[config.mk]
export PLATFORM = sky130hd
export DESIGN_NAME = pbafr_ctrl
export DESIGN_NICKNAME = d
export VERILOG_FILES = /design/src/hdl/pbafr_pkg.sv /design/src/hdl/pbafr_ctrl.sv
export VERILOG_INCLUDE_DIRS = /design/src /design/src/hdl
export SDC_FILE = /design/constraint.sdc
export NUM_CORES = 1
export LEC_CHECK = 0
export ABC_AREA = 1
export BUFFER_PORTS_ARGS = -buffer_cell sky130_fd_sc_hd__buf_4
export CAP_MARGIN = 20
export CORE_MARGIN = 3
export CORE_UTILIZATION = 53
export DETAILED_ROUTE_END_ITERATION = 10
export PLACE_DENSITY = 0.82
export SYNTH_ARGS = -nofsm -noshare
export SYNTH_HDL_FRONTEND = slang
export SYNTH_SLANG_ARGS = --single-unit
[constraint.sdc]
create_clock -name i_clk -period 1.9 [get_ports i_clk]
set_input_delay 0.19 -clock i_clk [delete_from_list [all_inputs] [get_ports i_clk]]
set_output_delay 0.19 -clock i_clk [all_outputs]
set_load 0.02 [all_outputs]
[src/hdl/paged_bump_allocator_freeze_recycle_defines.svh]
// Assertion macros for the paged bump allocator.
// Included by every file that carries concurrent checks; no other dependency.
`ifndef PAGED_BUMP_ALLOCATOR_FREEZE_RECYCLE_DEFINES_SVH
`define PAGED_BUMP_ALLOCATOR_FREEZE_RECYCLE_DEFINES_SVH
`ifndef SYNTHESIS
// Same-cycle implication, idle during reset.
`define PBAFR_ASSERT_IMP(label, clk, rst_n, ante, cons) \
    label: assert property (@(posedge clk) disable iff (!rst_n) (ante) |-> (cons)) \
        else $error("assertion failed in %m");
// Next-cycle implication, idle during reset.
`define PBAFR_ASSERT_NXT(label, clk, rst_n, ante, cons) \
    label: assert property (@(posedge clk) disable iff (!rst_n) (ante) |=> (cons)) \
        else $error("assertion failed in %m");
`else
`define PBAFR_ASSERT_IMP(label, clk, rst_n, ante, cons)
`define PBAFR_ASSERT_NXT(label, clk, rst_n, ante, cons)
`endif
`endif

[src/hdl/pbafr_pkg.sv]
// Shared types and constants of the paged bump allocator.
// Used by the controller, the datapath and the top level.
package pbafr_pkg;

    localparam int PAGE_BITS_DEF = 12;
    localparam int NUM_PAGES_DEF = 256;

    localparam int LEN_W   = 13;
    localparam int OFF_W   = 20;
    localparam int STAMP_W = 32;
    localparam int CNT_W   = 13;

    localparam logic [CNT_W-1:0]   COUNT_MAX   = '1;
    localparam logic [STAMP_W-1:0] GRACE_RESET = STAMP_W'(1);

    typedef logic [STAMP_W-1:0] t_grace;

    typedef struct packed {
        logic             action;
        logic [LEN_W-1:0] alloc_length;
        logic [OFF_W-1:0] free_offset;
        logic [STAMP_W-1:0] now_stamp;
    } t_req;

    typedef struct packed {
        logic [OFF_W-1:0] value_offset;
        logic             status;
    } t_rsp;

    localparam logic ACT_ALLOC = 1'b0;
    localparam logic ACT_FREE  = 1'b1;

    // Micro-operations the controller hands to the datapath, one per cycle.
    typedef enum logic [4:0] {
        OP_NONE,
        OP_LATCH,
        OP_SET_STATUS,
        OP_RD_CNT_PAGE,
        OP_FREE_DEC,
        OP_RD_LINK_NEWEST,
        OP_OLDEST,
        OP_UNLINK,
        OP_RELINK,
        OP_RD_CNT_CUR,
        OP_BUMP,
        OP_FRZ_SELF,
        OP_FRZ_LINK,
        OP_FRZ_NEWEST,
        OP_RD_LINK_HEAD,
        OP_TAKE,
        OP_LOAD_OUT
    } t_op;

    typedef struct packed {
        t_op  op;
        logic in_ready;
    } t_cmd;

    typedef struct packed {
        logic in_valid;
        logic is_free;
        logic page_ok;
        logic too_long;
        logic newest_valid;
        logic link_valid;
        logic aged;
        logic cnt_zero;
        logic cnt_one;
        logic page_current;
        logic fits;
        logic head_valid;
        logic bump_nonzero;
        logic out_free;
    } t_stat;

endpackage

[src/hdl/pbafr_ctrl.sv]
// Sequencer of the allocator: walks free, recycle, bump, freeze and take steps.
// Depends on pbafr_pkg for the command and status types.
`include "paged_bump_allocator_freeze_recycle_defines.svh"
module pbafr_ctrl (
    input  logic             i_clk,
    input  logic             i_rst_n,
    input  pbafr_pkg::t_stat i_stat,
    output pbafr_pkg::t_cmd  o_cmd
);
    typedef enum logic [3:0] {
        ST_IDLE,
        ST_DECODE,
        ST_F_CHK,
        ST_R_OLD,
        ST_R_STAMP,
        ST_R_RELINK,
        ST_PLACE,
        ST_BUMP,
        ST_NP_CHK,
        ST_FRZ0,
        ST_FRZ1,
        ST_FRZ2,
        ST_TAKE,
        ST_TAKE2,
        ST_FINISH
    } t_state;

    t_state r_state, n_state;
    logic   r_ret_take, n_ret_take;

    always_comb begin
        n_state      = r_state;
        n_ret_take   = r_ret_take;
        o_cmd.op     = pbafr_pkg::OP_NONE;
        o_cmd.in_ready = (r_state == ST_IDLE);
        case (r_state)
            ST_IDLE: begin
                if (i_stat.in_valid) begin
                    o_cmd.op = pbafr_pkg::OP_LATCH;
                    n_state  = ST_DECODE;
                end
            end
            ST_DECODE: begin
                if (i_stat.is_free) begin
                    if (i_stat.page_ok) begin
                        o_cmd.op = pbafr_pkg::OP_RD_CNT_PAGE;
                        n_state  = ST_F_CHK;
                    end else begin
                        n_state = ST_FINISH;
                    end
                end else if (i_stat.too_long) begin
                    o_cmd.op = pbafr_pkg::OP_SET_STATUS;
                    n_state  = ST_FINISH;
                end else if (i_stat.newest_valid) begin
                    o_cmd.op = pbafr_pkg::OP_RD_LINK_NEWEST;
                    n_state  = ST_R_OLD;
                end else begin
                    n_state = ST_PLACE;
                end
            end
            ST_F_CHK: begin
                if (i_stat.cnt_zero) begin
                    n_state = ST_FINISH;
                end else begin
                    o_cmd.op = pbafr_pkg::OP_FREE_DEC;
                    // last value gone from a page that is not being bumped: freeze it
                    if (i_stat.cnt_one && !i_stat.page_current) begin
                        n_ret_take = 1'b0;
                        n_state    = ST_FRZ0;
                    end else begin
                        n_state = ST_FINISH;
                    end
                end
            end
            ST_R_OLD: begin
                if (i_stat.link_valid) begin
                    o_cmd.op = pbafr_pkg::OP_OLDEST;
                    n_state  = ST_R_STAMP;
                end else begin
                    n_state = ST_PLACE;
                end
            end
            ST_R_STAMP: begin
                if (i_stat.aged) begin
                    o_cmd.op = pbafr_pkg::OP_UNLINK;
                    n_state  = ST_R_RELINK;
                end else begin
                    n_state = ST_PLACE;
                end
            end
            ST_R_RELINK: begin
                o_cmd.op = pbafr_pkg::OP_RELINK;
                n_state  = ST_PLACE;
            end
            ST_PLACE: begin
                if (i_stat.fits) begin
                    o_cmd.op = pbafr_pkg::OP_RD_CNT_CUR;
                    n_state  = ST_BUMP;
                end else if (!i_stat.head_valid) begin
                    o_cmd.op = pbafr_pkg::OP_SET_STATUS;
                    n_state  = ST_FINISH;
                end else if (i_stat.bump_nonzero) begin
                    o_cmd.op = pbafr_pkg::OP_RD_CNT_CUR;
                    n_state  = ST_NP_CHK;
                end else begin
                    o_cmd.op = pbafr_pkg::OP_RD_LINK_HEAD;
                    n_state  = ST_TAKE2;
                end
            end
            ST_BUMP: begin
                o_cmd.op = pbafr_pkg::OP_BUMP;
                n_state  = ST_FINISH;
            end
            ST_NP_CHK: begin
                if (i_stat.cnt_zero) begin
                    n_ret_take = 1'b1;
                    n_state    = ST_FRZ0;
                end else begin
                    o_cmd.op = pbafr_pkg::OP_RD_LINK_HEAD;
                    n_state  = ST_TAKE2;
                end
            end
            ST_FRZ0: begin
                if (i_stat.newest_valid) begin
                    o_cmd.op = pbafr_pkg::OP_RD_LINK_NEWEST;
                    n_state  = ST_FRZ1;
                end else begin
                    o_cmd.op = pbafr_pkg::OP_FRZ_SELF;
                    n_state  = r_ret_take ? ST_TAKE : ST_FINISH;
                end
            end
            ST_FRZ1: begin
                o_cmd.op = pbafr_pkg::OP_FRZ_LINK;
                n_state  = ST_FRZ2;
            end
            ST_FRZ2: begin
                o_cmd.op = pbafr_pkg::OP_FRZ_NEWEST;
                n_state  = r_ret_take ? ST_TAKE : ST_FINISH;
            end
            ST_TAKE: begin
                o_cmd.op = pbafr_pkg::OP_RD_LINK_HEAD;
                n_state  = ST_TAKE2;
            end
            ST_TAKE2: begin
                o_cmd.op = pbafr_pkg::OP_TAKE;
                n_state  = ST_FINISH;
            end
            ST_FINISH: begin
                // hold the result until the output register can take it
                if (i_stat.out_free) begin
                    o_cmd.op = pbafr_pkg::OP_LOAD_OUT;
                    n_state  = ST_IDLE;
                end
            end
            default: begin
                n_state = ST_IDLE;
            end
        endcase
    end

    always_ff @(posedge i_clk) begin
        if (!i_rst_n) begin
            r_state    <= ST_IDLE;
            r_ret_take <= 1'b0;
        end else begin
            r_state    <= n_state;
            r_ret_take <= n_ret_take;
        end
    end

    `PBAFR_ASSERT_IMP(a_load_only_when_free, i_clk, i_rst_n, o_cmd.op == pbafr_pkg::OP_LOAD_OUT, i_stat.out_free)
    `PBAFR_ASSERT_IMP(a_refuse_only_alloc, i_clk, i_rst_n, o_cmd.op == pbafr_pkg::OP_SET_STATUS, !i_stat.is_free)
    `PBAFR_ASSERT_IMP(a_latch_on_beat, i_clk, i_rst_n, o_cmd.op == pbafr_pkg::OP_LATCH, i_stat.in_valid && o_cmd.in_ready)
endmodule

==> results by group, run 1 <==
Run status
  – Status: completed

Setup path
  – Worst Path Max Fanout: 7
  – CP Capture Type: output port
  – CP Data Required Time: 1.71 ns
  – Reg2Reg Launch Point: r_state[2]
  – Reg2Reg Depth: 9
  – Critical path class: register to output port
  – Crit path launch: r_state[2]
  – Reg-to-reg slack, setup: 0.48 ns
  – Startpoint Class: register
  – Reg2reg end: r_state[1]
  – Data arrival, critical path: 1.60 ns

STA
  – Part of the cycle the worst path needs: 94.2%
  – Max transition margin: 80.2%
  – Final Hold Viols: 0
  – Least-Margin Pin Slew: 0.297 ns
  – Setup ws final: 0.110 ns
  – Max-slew violations: 0
  – Final count of negative-setup-slack endpoints: 0
  – Worst-case clock skew: 0.00560 ns
  – Max frequency: 559 MHz
  – Crit path time final: 1.79 ns
  – TNS Setup: 0 ns

Floorplanning
  – Num ports: 22
  – Starting Density: 59.9%
  – Die Ht: 42.6 microns
  – Die area: 1820 sq um
  – DIE WIDTH: 42.6 microns
  – Core Area: 1190 sq um
  – Standard-cell rows: 12

Hold path
  – Worst hold path cell count: 2
  – Hold Path Class: input pin to register
  – Hold Crit Start: i_rst_n
  – Worst Hold Endpoint: r_ret_take

Detailed routing
  – Routed Antenna Nets: 0
  – Initial DRC Count: 38
  – First-pass DRT Iterations: 4
  – Avg WL per Cell: 11.6 microns
  – Vias per cell: 5.29
  – DRC: 0
  – Routed wire length: 2100 microns
  – Via count: 952

Place
  – PortBufs: 21
  – GP Congestion: 0.925
  – Hpwl dp: 1670 microns
  – Area after DPL: 886 sq um
  – Pre-CTS WS: 0.379 ns

Synth
  – Synth Warn #: 0
  – Sequential area share after synthesis: 14.1%
  – Post-synthesis instance total: 141
  – Net Count, Synth: 157
  – Synth unique cells: 18
  – Synth Cell Area: 711 sq um
  – Synth area leaders: nand2_1, dfxtp_1, inv_1
  – Avg Cell Area, Syn: 5.04 sq um
  – Yosys reg bits: 5
  – Cell type with the largest total area after synthesis: nand2_1
  – Yosys top cell area share: 23.8%

Power and ir drop
  – Max IR drop VDD: 1.06 mV
  – Pwr Density: 1350 nW/um^2
  – LEAKAGE: 0.532 nW

Layout
  – Layout filler cell count: 114
  – Final instance area: 917 sq um
  – Layout area overhead: 29.0%
  – Multi-input gate area: 522 sq um
  – Antenna Cells: 0
  – Layout Nets: 183
  – Layout cells sized above 1: 26.5%
  – Reg area: 100 sq um

GRT
  – First-pass GRT wire length: 3420 microns
  – Grt ovf: 0
  – All-layer global routing usage: 24.6%
  – Vias in the first global route: 826
  – Pin count of the biggest net entering global routing: 8
  – Initial antenna violation count: 0

Clocking
  – Clk buf depth: 2
  – Clock sink total: 5
  – CTS root buffer: clkbuf_4
  – Postcts setup bufs: 0
  – CTS tree: yes
  – H-tree depth: 1
  – Hold_buf cts: 0
  – TritonCTS Buffers: 3
  – Worst-path clk slew: 0.05 ns
  – Clock Latency Late Sink: 0.26 ns

Run
  – Max-Cap Viols: 0
==> area by class of cell <==
type                            count  share of cell area [%]
Clock buffer                        4                    2.86
Multi-Input combinational cell    111                    56.9
Sequential cell                     5                    10.9
Timing Repair Buffer               21                    17.2
Tap cell                           14                    1.91
Inverter                           25                    10.2
==> worst max-delay path, stage by stage, from the launching register on <==
cell	delay (ns)
dfxtp_1	0.47
inv_2	0.08
nand2_1	0.18
nor2_2	0.08
nand2_1	0.06
nand2_1	0.08
nor2_2	0.14
nand3_1	0.08
buf_4	0.16
==> worst max-delay path by stage <==
stage	to	slack, ns	depth (start not counted)
after floorplan	o_cmd[3]	0.57	5
after global placement	o_cmd[3]	0.40	6
after detailed placement	o_cmd[3]	0.38	6
after CTS	o_cmd[3]	0.09	6
after global routing	o_cmd[4]	-0.009	6
final	o_cmd[2]	0.11	8
==> state kept, by name, indices dropped and copies added, names as in the netlist <==
register and flops:
r_ret_take 1, r_state 4
==> kinds of logic (layout without fill, tap and decap cells) <==
family,Yosys count,after routing,share of synthesized area (%)
DFF,5,5,14.1
AOI/OAI and AO/OA,13,13,10.7
and+or+nand+nor,98,98,62.0
buffers and inverters,25,50,13.2
==> Yosys cell counts <==
cell type,instances
a21oi_1,3
dfxtp_1,5
inv_1,20
inv_2,5
nand2_1,45
nand2_2,5
nand3_1,9
nand4_1,7
nor2_1,20
nor2_2,8
nor2_4,1
nor3_1,3
o211a_1,1
o211ai_1,1
o21a_1,1
o21ai_0,5
o21ai_1,1
o22ai_1,1
==> metal layers <==
layer	global-route usage (%)	wire [microns]	part of all wire, %	vias to the layer above
li1	-	-	-	494
met1	32.5	931	44	412
met2	38.0	941	45	40
met3	5.58	167	8.0	6
met4	9.32	56	2.7	0
met5	0	0	0	-
==> per-stage QoR <==
| step | hold WS, ns | utilization, % | total power [mW] | cells |
|---|---|---|---|---|
| 2_1_floorplan | 0.338 | - | 0.808 | 141 |
| 3_3_place_gp | 0.452 | 74.7 | 1.08 | 176 |
| 3_5_place_dp | 0.461 | 74.7 | 1.09 | 176 |
| 4_1_cts | 0.188 | 76.9 | 1.23 | 180 |
| 5_1_grt | 0.214 | 77.3 | 1.35 | 180 |
| 6_report | 0.196 | 77.3 | 1.24 | 180 |
==> placed cells by master (no fill, tap or decap) <==
| master | Yosys | final |
|---|---|---|
| nand3_1 | 9 | 9 |
| nand2_2 | 5 | 5 |
| nand4_1 | 7 | 7 |
| clkbuf_4 | 0 | 3 |
| inv_2 | 5 | 5 |
| nand2_1 | 45 | 45 |
| inv_1 | 20 | 20 |
| nor2_1 | 20 | 20 |
| o22ai_1 | 1 | 1 |
| clkbuf_1 | 0 | 1 |
| dfxtp_1 | 5 | 5 |
| o211ai_1 | 1 | 1 |
| o21a_1 | 1 | 1 |
| o21ai_0 | 5 | 5 |
| buf_4 | 0 | 21 |
| o211a_1 | 1 | 1 |
| a21oi_1 | 3 | 3 |
| nor2_2 | 8 | 8 |
| nor3_1 | 3 | 2 |
| nor2_4 | 1 | 1 |
| nor3_2 | 0 | 1 |
| o21ai_1 | 1 | 1 |
==> where the power goes <==
group | switching [mW] | total [mW] | internal (mW)
Sequential | 0.0704 | 0.213 | 0.143
Combinational | 0.566 | 0.888 | 0.322
Clock | 0.0589 | 0.139 | 0.0804
Total | 0.695 | 1.24 | 0.546
==> what timing repair did <==
item                                    4_1_cts  5_1_grt
endpoints found under the hold margin         0        0
resized for setup                             0        1
endpoints found under the setup margin        0        2
Note: power is estimated with default switching activity, not from simulation.
==> inputs of run 2 (changes only) <==
- CORE_MARGIN: 3 -> default
==> run 2 against run 1 <==
Clock skew is 0.015 ns higher. Clock power hardly changed. Final cell count stayed put. Combinational power grew 0.5%. Sequential power about the same. Total power increased by 0.29%. Largest cell class unchanged.
==> results by group, run 2 (synthesis results as in run 1) <==
Detailed routing
  – DRC: 0 (unchanged)
  – Avg WL per Cell: 11.9 microns (+1.8%)
  – Routed Antenna Nets: 0 (unchanged)
  – Routed wire length: 2130 microns (+1.8%)
  – Via count: 990 (+4.0%)
  – First-pass DRT Iterations: 4 (unchanged)
  – Initial DRC Count: 66 (+74%)
  – Vias per cell: 5.50 (+4.0%)

Floorplanning
  – DIE WIDTH: 38.6 microns (-9.4%)
  – Starting Density: 60.7% (+0.77 points)
  – Standard-cell rows: 12 (unchanged)
  – Num ports: 22 (unchanged)
  – Die Ht: 38.6 microns (-9.4%)
  – Core Area: 1170 sq um (-1.3%)
  – Die area: 1490 sq um (-18%)

Setup path
  – Worst Path Buf+Inv: 2 (unchanged)
  – Data arrival, critical path: 1.59 ns (about the same)
  – CP Capture Type: output port
  – WP depth: 6 (-2)
  – Crit path launch: r_state[0]
  – Worst Setup EP: o_cmd[4]
  – Critical path class: register to output port
  – Startpoint Class: register
  – Cell Chain, Critical Path: inv_1 > nand2_2 > nor2_1 > nor3_1 > nand4_1 > buf_4
  – Max stage delay on crit path: 0.46 ns (about the same)
  – Reg2Reg Launch Point: r_state[1]
  – CP Data Required Time: 1.71 ns (about the same)
  – Reg2Reg Depth: 9 (unchanged)
  – Reg-to-reg slack, setup: 0.54 ns (+0.06 ns)
  – Delay-heaviest family, CP: simple AND/OR/NAND/NOR gates
  – Reg2reg end: r_state[2]
  – Worst Path Max Fanout: 7 (unchanged)
  – Slowest-stage cell, CP: dfxtp_1

STA
  – TNS Setup: 0 ns (unchanged)
  – Part of the cycle the worst path needs: 93.7% (-0.53 points)
  – Hold_ws: 0.196 ns (+0.0000200 ns)
  – Final count of negative-setup-slack endpoints: 0 (unchanged)
  – Final Hold Viols: 0 (unchanged)
  – Crit path time final: 1.78 ns (-0.0100 ns)
  – Setup ws final: 0.120 ns (+0.0100 ns)
  – Max frequency: 562 MHz (+0.56%)
  – Max transition margin: 82.6% (+2.4 points)
  – RSZ-0062 raised after global routing: no
  – Max-slew violations: 0 (unchanged)
  – Worst-case clock skew: 0.0206 ns (+0.0150 ns)
  – Least-Margin Pin Slew: 0.259 ns (-0.0382 ns)

Clocking
  – CTS resizes: 0 (unchanged)
  – Postcts setup bufs: 0 (unchanged)
  – Clk buf depth: 2 (unchanged)
  – Clock sink total: 5 (unchanged)
  – Worst-path clk slew: 0.06 ns (about the same)
  – Clock Latency Late Sink: 0.27 ns (about the same)
  – CTS tree: yes
  – TritonCTS Buffers: 3 (unchanged)
  – Hold_buf cts: 0 (unchanged)
  – H-tree depth: 1 (unchanged)
  – CTS root buffer: clkbuf_4

GRT
  – Pin count of the biggest net entering global routing: 8 (unchanged)
  – Vias in the first global route: 765 (-7.4%)
  – All-layer global routing usage: 33.1% (+8.5 points)
  – First-pass GRT wire length: 3310 microns (-3.4%)
  – Initial antenna violation count: 0 (unchanged)
  – Grt ovf: 0 (unchanged)

Layout
  – Most flops, register: r_state
  – Layout cells sized above 1: 26.5% (unchanged)
  – Layout filler cell count: 102 (-11%)
  – Max FFs per register: 4 (unchanged)
  – Layout Nets: 183 (unchanged)
  – Antenna Cells: 0 (unchanged)
  – Top Registers: r_state (4), r_ret_take (1)
  – Most frequent cells in the layout: nand2_1, buf_4, inv_1, nor2_1, nand3_1
  – Reg area: 101 sq um (+1.2%)
  – Multi-input gate area: 517 sq um (-0.96%)
  – Most common cell after layout, fill and taps aside: nand2_1
  – Layout area overhead: 28.5%

Run status
  – Status: completed

Place
  – PortBufs: 21 (unchanged)
  – Hpwl dp: 1720 microns (+3.1%)
  – GP Congestion: 0.943 (+1.9%)
  – Pre-CTS WS: 0.355 ns (-0.0240 ns)

Power and ir drop
  – Max IR drop VDD: 1.21 mV (+15%)
  – LEAKAGE: 0.531 nW (-0.13%)
  – Pwr Density: 1360 nW/um^2 (+0.71%)

Hold path
  – Hold Path Class: input pin to register

Run
  – Max-Cap Viols: 0 (unchanged)
-- run 2: report_power, final --
| group | switching, mW | leakage, nW | total, mW | internal, mW |
|---|---|---|---|---|
| Sequential | 0.0672 | 0.0414 | 0.212 | 0.145 |
| Combinational | 0.571 | 0.475 | 0.892 | 0.322 |
| Clock | 0.0594 | 0.0150 | 0.140 | 0.0804 |
-- run 2: metal layers --
layer  track usage (%)  vias up  share of wire, %
li1                  -      495                 -
met1              43.8      415                40
met2              50.0       69                45
met3              7.51       11                12
met4              15.5        0               3.3
met5                 0        -                 0
-- run 2: how the worst min path moves through the flow --
stage                       start  slack (ns)  depth (start not counted)         end
final                     i_rst_n        0.20                          2  r_ret_take
after global placement    i_rst_n        0.45                          2  r_ret_take
after floorplan           i_rst_n        0.34                          1  r_ret_take
after global routing      i_rst_n        0.21                          2  r_ret_take
after CTS                 i_rst_n        0.19                          2  r_ret_take
after detailed placement  i_rst_n        0.45                          2  r_ret_take
-- run 2: area by class of cell --
cell class | instances | share of cell area [%]
sequential | 5 | 11.1
inverter | 25 | 10.3
multi-input combinational | 111 | 56.6
clock buffer | 4 | 2.88
timing repair buffer | 21 | 17.3
tap | 14 | 1.92
-- run 2: through the flow --
| stage | power (mW) | instances | utilization (%) | cell area [sq um] |
|---|---|---|---|---|
| finish | 1.24 | 180 | 78.0 | 913 |
| global route | 1.34 | 180 | 78.0 | 913 |
| CTS | 1.22 | 180 | 77.9 | 912 |
| detailed placement | 1.08 | 176 | 75.6 | 886 |
| global placement | 1.07 | 176 | 75.6 | 886 |
| floorplan | 0.808 | 141 | - | 711 |
-- run 2: worst reg2reg max path, cell delays in order (launching register included) --
cell and delay (ns):
dfxtp_1 0.46, inv_2 0.08, nand2_2 0.13, nor2_2 0.05
nor2_2 0.14, nand2_2 0.09, nor2_2 0.11, nand2_1 0.08
nand2_1 0.06, nand2_1 0.04
==> inputs of run 3 (changes only) <==
--- a/constraint.sdc
+++ b/constraint.sdc
@@ -3,2 +3,2 @@
 set_output_delay 0.19 -clock i_clk [all_outputs]
-set_load 0.02 [all_outputs]
+set_load 0.005 [all_outputs]
==> run 3 against run 2 <==
Register-to-register slack got worse by 0.04 ns. Critical path depth unchanged. Non-clock buffer count unchanged. Largest cell class unchanged. Setup slack improved by 0.024 ns. Sequential share of layout area unchanged.
==> results by group, run 3 (synthesis results as in run 1) <==
Layout
  – Most frequent cells in the layout: nand2_1, buf_4, inv_1, nor2_1, nand3_1
  – Non-Filler Instances: 180 (unchanged)
  – Post-Route Utilization: 78.0% (unchanged)
  – Most common cell after layout, fill and taps aside: nand2_1
  – Layout Nets: 183 (unchanged)
  – Antenna Cells: 0 (unchanged)
  – Top Registers: r_state (4), r_ret_take (1)
  – Layout filler cell count: 89 (-13%)
  – Layout area overhead: 28.5% (unchanged)
  – Most flops, register: r_state
  – Max FFs per register: 4 (unchanged)
  – Layout cells sized above 1: 26.5% (unchanged)

Clocking
  – CTS resizes: 0 (unchanged)
  – Clk buf depth: 2 (unchanged)
  – TritonCTS Buffers: 3 (unchanged)
  – Worst-path clk slew: 0.05 ns (about the same)
  – CTS tree: yes
  – Hold_buf cts: 0 (unchanged)
  – CTS root buffer: clkbuf_4
  – H-tree depth: 1 (unchanged)
  – Postcts setup bufs: 0 (unchanged)
  – Clock sink total: 5 (unchanged)
  – Clock Latency Late Sink: 0.25 ns (-0.02 ns)

Hold path
  – Hold Crit Start: i_rst_n
  – Worst Hold Endpoint: r_ret_take
  – Worst hold path cell count: 2 (unchanged)
  – Hold Path Class: input pin to register

GRT
  – Vias in the first global route: 798 (+4.3%)
  – First-pass GRT wire length: 3370 microns (+2.1%)
  – Grt ovf: 0 (unchanged)
  – Initial antenna violation count: 0 (unchanged)
  – All-layer global routing usage: 33.7% (+0.56 points)
  – Pin count of the biggest net entering global routing: 8 (unchanged)

Setup path
  – Reg-to-reg slack, setup: 0.50 ns (-0.04 ns)
  – Critical path class: register to output port
  – CP Capture Type: output port
  – Data arrival, critical path: 1.57 ns (-0.02 ns)
  – Reg2Reg Launch Point: r_state[0]
  – Worst Path Max Fanout: 7 (unchanged)
  – Startpoint Class: register
  – CP Data Required Time: 1.71 ns (about the same)
  – Reg2Reg Depth: 8 (-1)
  – Reg2reg end: r_state[2]

Floorplanning
  – Num ports: 22 (unchanged)
  – Standard-cell rows: 12 (unchanged)
  – Die area: 1490 sq um (unchanged)
  – Starting Density: 60.7% (unchanged)
  – Core Area: 1170 sq um (unchanged)
  – Die Ht: 38.6 microns (unchanged)
  – DIE WIDTH: 38.6 microns (unchanged)

Place
  – Hpwl dp: 1760 microns (+2.1%)
  – Placed Cells: 176 (unchanged)
  – GP Congestion: 0.954 (+1.2%)
  – PortBufs: 21 (unchanged)

STA
  – Max-slew violations: 0 (unchanged)
  – RSZ-0062 raised after global routing: no
  – Final Hold Viols: 0 (unchanged)
  – TNS Setup: 0 ns (unchanged)
  – Worst-case clock skew: 0.00343 ns (-0.0171 ns)
  – Least-Margin Pin Slew: 0.271 ns (+0.0119 ns)
  – Max frequency: 569 MHz (+1.4%)
  – Max transition margin: 81.8% (-0.80 points)
  – Final count of negative-setup-slack endpoints: 0 (unchanged)
  – Crit path time final: 1.76 ns (-0.0243 ns)
  – Part of the cycle the worst path needs: 92.4% (-1.3 points)

Detailed routing
  – Routed wire length: 2280 microns (+7.0%)
  – Avg WL per Cell: 12.7 microns (+7.0%)
  – First-pass DRT Iterations: 4 (unchanged)
  – Via count: 1000 (+1.0%)
  – Vias per cell: 5.56 (+1.0%)
  – DRC: 0 (unchanged)
  – Routed Antenna Nets: 0 (unchanged)
  – Initial DRC Count: 76 (+15%)

Run status
  – Status: completed

Run
  – Max-Cap Viols: 0 (unchanged)

Power and ir drop
  – LEAKAGE: 0.531 nW (unchanged)
  – Pwr Density: 1250 nW/um^2 (-7.9%)
  – Max IR drop VDD: 0.878 mV (-28%)
==> run 3: cell counts in the layout (fill, tap and decap cells not counted) <==
Identical to the previous run, type by type.
==> run 3: stage by stage <==
step	hold WS [ns]	total power [mW]	worst slack (ns)	instance area [sq um]
floorplan	0.338	0.716	0.707	711
global placement	0.444	0.975	0.410	886
detailed placement	0.446	0.991	0.373	886
CTS	0.194	1.13	0.108	912
global route	0.195	1.25	0.0434	913
finish	0.194	1.15	0.144	913
==> run 3: area by class of cell <==
class	count	area (sq um)	area share, %
clock buffer	4	26.3	2.88
inverter	25	93.8	10.3
multi-input combinational	111	517	56.6
sequential	5	101	11.1
tap	14	17.5	1.92
timing repair buffer	21	158	17.3
==> run 3: worst max path at each step <==
stage,startpoint,to,cells after the start
3_5_place_dp,r_state[2],o_cmd[4],6
5_1_grt,r_state[0],o_cmd[4],6
4_1_cts,r_state[2],o_cmd[4],6
3_3_place_gp,r_state[2],o_cmd[4],6
6_report,r_state[0],o_cmd[4],6
2_1_floorplan,r_state[2],o_cmd[3],5
==> run 3: report_power, final <==
part / leakage [nW] / internal [mW] / switching, mW
logic: 0.475 / 0.316 / 0.488
registers: 0.0414 / 0.145 / 0.0691
clock network: 0.0150 / 0.0797 / 0.0481
==> run 3: routing by layer <==
metal  vias up  part of all wire (%)  global-route usage (%)
met1       430                    41                    44.1
met4         0                   2.8                    15.5
met2        68                    47                    54.6
met3        11                   9.1                    3.47
met5         -                     0                       0
li1        491                     -                       -
==> run 3: worst max-delay path: stages, from the launching register on <==
cell	delay [ns]
dfxtp_1	0.47
inv_1	0.09
nand2_2	0.14
nor2_1	0.09
nor3_1	0.25
nand4_1	0.13
buf_4	0.16
